**src/rtl/wcc_ram.sv**
```systemverilog
// Generic single-port-write RAM with registered read.
`timescale 1ns / 1ps
module wcc_ram #(
    parameter int WIDTH = 8,
    parameter int DEPTH = 64
) (
    input  logic                     i_clk,
    input  logic                     i_we,
    input  logic [$clog2(DEPTH)-1:0] i_waddr,
    input  logic [WIDTH-1:0]         i_wdata,
    input  logic [$clog2(DEPTH)-1:0] i_raddr,
    output logic [WIDTH-1:0]         o_rdata
);
    logic [WIDTH-1:0] r_mem [DEPTH];
    always_ff @(posedge i_clk) begin
        if (i_we) begin
            r_mem[i_waddr] <= i_wdata;
        end
        o_rdata <= r_mem[i_raddr];
    end
endmodule

```
**config.mk**
```make
export PLATFORM = sky130hd
export DESIGN_NAME = wcc_ram
export DESIGN_NICKNAME = d
export VERILOG_FILES = /design/src/rtl/wcc_ram.sv
export SDC_FILE = /design/constraint.sdc
export NUM_CORES = 1
export LEC_CHECK = 0
export BUFFER_PORTS_ARGS = -buffer_cell sky130_fd_sc_hd__buf_2
export CAP_MARGIN = 10
export CORE_MARGIN = 2
export CORE_UTILIZATION = 40
export CTS_CLUSTER_SIZE = 25
export DETAILED_ROUTE_END_ITERATION = 10
export PLACE_DENSITY = 0.65
export SLEW_MARGIN = 20
export SYNTH_ARGS = -nofsm -noshare
export SYNTH_HDL_FRONTEND = slang
export SYNTH_SLANG_ARGS = --single-unit
```
**constraint.sdc**
```tcl
create_clock -name i_clk -period 4.3 [get_ports i_clk]
set_input_delay 0.86 -clock i_clk [delete_from_list [all_inputs] [get_ports i_clk]]
set_output_delay 0.86 -clock i_clk [all_outputs]
set_load 0.02 [all_outputs]
```
==> results of run 1 <==
[final cells by class]
class | count | area share [%]
flip-flops and latches | 520 | 68.48
multi-input cells | 369 | 19.02
repair buffers | 53 | 1.715
clock buffers | 71 | 6.266
clock inverters | 20 | 0.8053
well taps | 672 | 3.707
[cell usage in the layout (no fill, tap or decap), drive strengths merged, types with 2 or more instances in the layout]
cell type | Yosys | final
clkbuf | 17 | 72
nand2 | 19 | 19
buf | 34 | 52
nor2 | 83 | 83
a211oi | 4 | 4
a22oi | 3 | 3
bufinv | 0 | 3
o41ai | 2 | 2
mux2 | 13 | 13
nand3b | 3 | 3
a21oi | 3 | 3
nor3 | 7 | 7
nand4 | 2 | 2
nor4 | 2 | 2
o221a | 2 | 2
edfxtp | 512 | 512
mux4 | 126 | 126
o22ai | 8 | 8
mux2i | 23 | 23
a221oi | 6 | 6
o2bb2ai | 3 | 3
nand2b | 7 | 7
o21a | 2 | 2
clkinvlp | 0 | 2
nand3 | 13 | 13
o221ai | 8 | 8
o32ai | 2 | 2
dfxtp | 8 | 8
o2111ai | 3 | 3
nor2b | 14 | 14
clkinv | 0 | 14
a2111oi | 2 | 2
o21ai | 4 | 4
[worst max-delay path: cells and delay by family]
family / cells / cell delay [ns]
compound gates: 2 / 0.96
buf+inv: 2 / 0.62
mux: 1 / 0.55
[power groups by stage]
stage	combinational, uW	clock [uW]	sequential (uW)
floorplan	299	0	5740
global placement	512	0	5740
detailed placement	521	0	5740
CTS	522	4350	5630
global route	553	4550	5630
finish	515	4280	5630
[sequential cells by signal (all words and copies together), names as in the netlist]
register	flops
r_mem	512
o_rdata	8
[cell families (layout without fill, tap and decap cells)]
kind of cell | Yosys count | after routing | share of synthesized area [%]
flops | 520 | 520 | 77.03
mux | 162 | 162 | 15.94
simple gates | 153 | 153 | 3.387
compound gates | 54 | 54 | 2.072
buf+inv | 51 | 144 | 1.570
[metrics by stage]
step	cells	total power, uW	setup WS [ns]	util [%]
floorplan	940	6037	1.772	-
global placement	1614	6249	1.093	42.16
detailed placement	1614	6259	1.076	42.16
CTS	1705	10500	1.627	45.37
global route	1705	10730	1.574	45.40
finish	1705	10420	1.703	45.40
[per-layer routing]
metal	vias up	global-route usage (%)
met2	358	27.90
met5	-	0
met1	5008	23.36
met3	79	3.718
li1	4026	-
met4	0	5.229
[worst paths after layout]
| kind | start | endpoint | slack, ns | cells after the start |
|---|---|---|---|---|
| worst max register to register | r_mem[1][3] | o_rdata[3] | 2.28 | 4 |
| worst max-delay path | i_raddr[0] | o_rdata[3] | 1.70 | 5 |
| worst min register to register | r_mem[5][7] | o_rdata[7] | 0.86 | 4 |
| worst min-delay path | i_wdata[5] | r_mem[51][5] | 0.70 | 1 |
==> results.sh, run 1 <==
export IMPL_netlist_instances=940
export IMPL_postSynthAreaPerCell_sq_um=21.45
export IMPL_setup_viol=0
export IMPL_grt_pass1_vias=9757
export IMPL_p_leak_uw=0.006994
export IMPL_pin_count=30
export IMPL_hold_class="in2reg"
export IMPL_rsz0062_at_grt="no"
export IMPL_wl_met2_um=21760
export IMPL_worst_hold_slack_ns=0.6954
export IMPL_nFillCells=4127
export IMPL_synthesis_nets=962
export IMPL_clkSinkCount=520
export IMPL_synth_seq_cells=520
export IMPL_antenna_diode_count=0
export IMPL_max_slew_margin_rel_pct=31.14
export IMPL_dr_pass1_iters=5
export IMPL_synth_top_area_share_pct=76.24
export IMPL_avgRoutedWirePerCell_um=25.94
export IMPL_period_needed_ns=2.597
export IMPL_die_area_sq_um=52230
export IMPL_drive_gt1_share_pct=25.94
export IMPL_cts_hold_buf=0
export IMPL_gp_congestion=0.8077
export IMPL_grt_pass1_wl_um=65880
export IMPL_yosys_warnings=0
export IMPL_nNetsFinal=1015
export IMPL_yosysMostFrequentCell="edfxtp_1"
export IMPL_h_tree_depth=2
export IMPL_dieWidth_um=228.5
export IMPL_postPlaceCellArea_sq_um=21070
export IMPL_pwr_share_clk_pct=41.1
export IMPL_highest_layer="met4"
export IMPL_worstPathMaxFanout=53
export IMPL_grt_antenna_before_repair=0
export IMPL_finalCritPeriodShare_pct=60.40
export IMPL_gr_total_overflow=0
export IMPL_route_detailed_drc=0
export IMPL_post_cts_resized=0
export IMPL_maxCapViolCount=0
export IMPL_required_ns=4.73
export IMPL_cts_root_buf="clkbuf_16"
export IMPL_vias=9471
export IMPL_final_area_sq_um=22680
export IMPL_grt_usage_pct=17.17
export IMPL_slew_viol_final=0
export IMPL_critPathMaxStageDelay_ns=0.81
export IMPL_tns_ns=0
export IMPL_wl_met1_um=18040
export IMPL_postRouteAntennaNets=0
export IMPL_powerDensity_nw_per_um2=459.6
export IMPL_power_internal_uw=8281
export IMPL_multiInputGateArea_sq_um=4315
export IMPL_port_buffers=29
export IMPL_status="complete, no violations"
export IMPL_wl_met3_um=3206
export IMPL_ir_worst_vdd_uv=306.0
export IMPL_ys_seq_area_share_pct=77.03
export IMPL_synth_edf_count=512
export IMPL_synth_area_leader_cell="edfxtp_1"
export IMPL_wirelength_um=44220
export IMPL_die_height_um=228.5
export IMPL_pwr_share_comb_pct=4.9
export IMPL_start_util_pct=40.36
export IMPL_cts_buffer_depth=3
export IMPL_worst_pin_slew_ns=1.029
export IMPL_cp_end_kind="flop"
export IMPL_worstSetupStartpointType="input port"
export IMPL_max_freq_mhz=385.0
export IMPL_cpMaxStageDelayCell="a2111oi_0"
export IMPL_switching_power_uw=2144
export IMPL_clk_pin_slew_ns=0.06
export IMPL_drt_iter0_drc=1043
export IMPL_viasPerCell=5.555
export IMPL_dpl_hpwl_um=27190
export IMPL_synthFlopType="edfxtp_1"
export IMPL_postCtsSetupBuffers=0
export IMPL_crit_type="in2reg"
export IMPL_cts_tree="built"
export IMPL_synthTopCellsByArea="edfxtp_1, mux4_2, nor2_1"
export IMPL_clkLatencyLatePin_ns=0.57
export IMPL_coreArea_sq_um=49970
export IMPL_fin_worst_skew_ns=0.01988
export IMPL_synth_common_cells="edfxtp_1, mux4_2, nor2_1, mux2i_1, nand2_1"
export IMPL_crit_arrival_ns=3.03
export IMPL_area_growth_pct=12.48
export IMPL_yosys_cell_types_count=40
export IMPL_ys_async_sr_fraction_pct=0
export IMPL_seq_area_sq_um=15530
export IMPL_power_share_sequential_pct=54.0
export IMPL_synth_cell_area_sq_um=20170
export IMPL_cts_inserted_buffers=49
export IMPL_grt_max_degree=65
export IMPL_rows=82
export IMPL_hold_viol=0
export IMPL_crit_chain="clkbuf_8 > buf_12 > mux4_2 > a2111oi_0 > o41ai_1"
export IMPL_netSwitchingFraction_pct=20.56
Power figures use the tool's default switching activity.
==> run 2: changes to the inputs <==
--- a/config.mk
+++ b/config.mk
@@ -5,6 +5,7 @@
 export SDC_FILE = /design/constraint.sdc
 export NUM_CORES = 1
 export LEC_CHECK = 0
+export ABC_AREA = 1
 export BUFFER_PORTS_ARGS = -buffer_cell sky130_fd_sc_hd__buf_2
 export CAP_MARGIN = 10
 export CORE_MARGIN = 2
==> constraint.sdc (replaced) <==
create_clock -name i_clk -period 2.58 [get_ports i_clk]
set_input_delay 0.516 -clock i_clk [delete_from_list [all_inputs] [get_ports i_clk]]
set_output_delay 0.516 -clock i_clk [all_outputs]
set_load 0.02 [all_outputs]
==> run 2 against run 1 <==
Core utilization increased by 0.53 points. Clock skew decreased by 0.0023 ns. Flip-flop and latch count unchanged. First-iteration DRC count increased by 58%. Clock power increased by 69%. Wire length increased by 20%. Hold slack got worse by 0.37 ns. Sequential share of layout area decreased by 4.2 points. Global-route usage increased by 1.8 points. Die area increased by 5.7%. Synthesized cell count increased by 92%.
==> results.sh, run 2 <==
export IMPL_cts_hold_buf=0
export IMPL_grt_usage_pct=18.97
export IMPL_dr_pass1_iters=5
export IMPL_post_route_util_pct=45.93
export IMPL_drive_gt1_share_pct=10.76
export IMPL_rows=84
export IMPL_max_slew_margin_rel_pct=44.71
export IMPL_synthTopCellsByArea="edfxtp_1, nand2_1, nand3_1"
export IMPL_ir_worst_vdd_uv=459.0
export IMPL_wirelength_um=52860
export IMPL_vias=13918
export IMPL_top_usage_layer="met2"
export IMPL_nFillCells=4634
export IMPL_worstPathMaxFanout=9
export IMPL_cts_tree="built"
export IMPL_finalCritPeriodShare_pct=81.36
export IMPL_cp_end_kind="flop"
export IMPL_status="complete, no violations"
export IMPL_maxCapViolCount=0
export IMPL_yosysMostFrequentCell="nand2_1"
export IMPL_r2r_end="o_rdata[3]"
export IMPL_yosys_warnings=0
export IMPL_synth_seq_cells=520
export IMPL_rsz0062_at_grt="no"
export IMPL_synthesis_nets=1827
export IMPL_synth_cell_area_sq_um=21340
export IMPL_post_cts_resized=0
export IMPL_synth_area_leader_cell="edfxtp_1"
export IMPL_ys_seq_area_share_pct=72.80
export IMPL_cts_root_buf="clkbuf_16"
export IMPL_largest_reg_flops=512
export IMPL_synth_edf_count=512
export IMPL_die_area_sq_um=55210
export IMPL_clk_pin_slew_ns=0.06
export IMPL_grt_pass1_wl_um=80850
export IMPL_fin_worst_skew_ns=0.01754
export IMPL_reg_largest_list="r_mem x512, o_rdata x8"
export IMPL_layout_common_cells="nand2_1, edfxtp_1, nand3_1, buf_4, nor2_1"
export IMPL_crit_arrival_ns=2.33
export IMPL_coreArea_sq_um=52660
export IMPL_crit_end="r_mem[37][6]"
export IMPL_hold_class="in2reg"
export IMPL_crit_reg2reg_launch="r_mem[19][3]"
export IMPL_netlist_instances=1805
export IMPL_tns_ns=0
export IMPL_postSynthAreaPerCell_sq_um=11.82
export IMPL_drt_iter0_drc=1645
export IMPL_clkSinkCount=520
export IMPL_powerDensity_nw_per_um2=733.8
export IMPL_gr_total_overflow=0
export IMPL_dpl_hpwl_um=31380
export IMPL_cts_buffer_depth=3
export IMPL_mostFrequentLayoutCell="nand2_1"
export IMPL_port_buffers=29
export IMPL_grt_antenna_before_repair=1
export IMPL_nNetsFinal=1901
export IMPL_r2r_cells=8
export IMPL_postCtsSetupBuffers=0
export IMPL_grtUsageMet1_pct=26.09
export IMPL_setup_viol=0
export IMPL_period_needed_ns=2.099
export IMPL_ys_async_sr_fraction_pct=0
export IMPL_die_height_um=235.0
export IMPL_reg2reg_slack_ns=1.20
export IMPL_clkLatencyLatePin_ns=0.61
export IMPL_worstSetupStartpointType="input port"
export IMPL_pin_count=30
export IMPL_h_tree_depth=2
export IMPL_largest_register="r_mem"
export IMPL_crit_path_start="i_waddr[1]"
export IMPL_yosys_cell_types_count=16
export IMPL_max_freq_mhz=476.4
export IMPL_cts_inserted_buffers=52
export IMPL_worst_pin_slew_ns=0.8262
export IMPL_route_detailed_drc=0
export IMPL_grt_use_met2_pct=30.47
export IMPL_synth_common_cells="nand2_1, edfxtp_1, nand3_1, nor2_1, buf_2"
export IMPL_viasPerCell=5.326
export IMPL_slew_viol_final=0
export IMPL_area_growth_pct=13.33
export IMPL_grt_pass1_vias=13577
export IMPL_grt_max_degree=93
export IMPL_start_util_pct=40.53
export IMPL_hold_viol=0
export IMPL_required_ns=2.81
export IMPL_p_leak_uw=0.008776
export IMPL_synth_top_area_share_pct=72.05
export IMPL_dieWidth_um=235.0
export IMPL_postRouteAntennaNets=0
export IMPL_synthFlopType="edfxtp_1"
export IMPL_avgRoutedWirePerCell_um=20.23
export IMPL_gp_congestion=0.8702
export IMPL_grt_util_met3_pct=3.466
export IMPL_crit_type="in2reg"
-- run 2: cell types whose count changed in the layout (fill, tap and decap cells not counted), sizes merged, moves of 10 or more --
cell,delta
nand2,+629
nand3,+426
mux4,-126
buf,+81
nor2,-27
mux2i,-23
inv,+14
nor2b,-14
mux2,-13
clkinv,+10
-- run 2: worst min path at each step --
stage                            start           to  slack [ns]  cells after the start
after floorplan             i_wdata[0]  r_mem[0][0]        0.61                      0
after global placement    r_mem[44][3]   o_rdata[3]        0.80                      8
after detailed placement  r_mem[36][0]   o_rdata[0]        0.81                      8
after CTS                   i_raddr[5]   o_rdata[5]        0.30                      3
after global routing        i_raddr[5]   o_rdata[0]        0.33                      3
final                       i_raddr[5]   o_rdata[0]        0.32                      3
-- run 2: cell families after synthesis --
group	share of synthesized area, %
flip-flops	72.80
buffers and inverters	4.022
AND/OR/NAND/NOR	23.18
-- run 2: final cells by class --
cell class	instances	area (sq um)	share of cell area, %
Sequential cell	520	15530	64.24
Multi-Input combinational cell	1160	4946	20.45
Clock buffer	66	1375	5.686
Timing Repair Buffer	133	1172	4.848
Tap cell	688	860.8	3.559
Clock inverter	32	237.7	0.9830
Inverter	12	52.55	0.2173
Antenna cell	2	5.005	0.02069
-- run 2: power by group --
| part | switching, uW | leakage [uW] | internal (uW) |
|---|---|---|---|
| logic | 827 | 0.00332 | 306 |
| registers | 32.3 | 0.00467 | 9350 |
| clock network | 3160 | 0.000786 | 4070 |
-- run 2: critical path, stage by stage --
cell     delay, ns
buf_2         0.16
inv_1         0.20
nand4_1       0.58
nor2_1        0.87
-- run 2: stage by stage --
stage	area, sq um	hold WS, ns	power, uW	setup slack [ns]	instances
after global placement	22570	0.7997	10680	-0.07716	2513
final	24180	0.3221	17750	0.4809	2613
after floorplan	21340	0.6149	10220	0.2979	1805
after detailed placement	22570	0.8120	10690	-0.1162	2513
after CTS	24180	0.3028	17850	0.5115	2611
after global routing	24180	0.3272	18290	0.3969	2611
-- run 2: routing by layer --
metal	up-vias	wire length, um
met5	-	13
met3	86	3981
met4	2	1378
li1	6509	-
met1	6782	22190
met2	539	25290
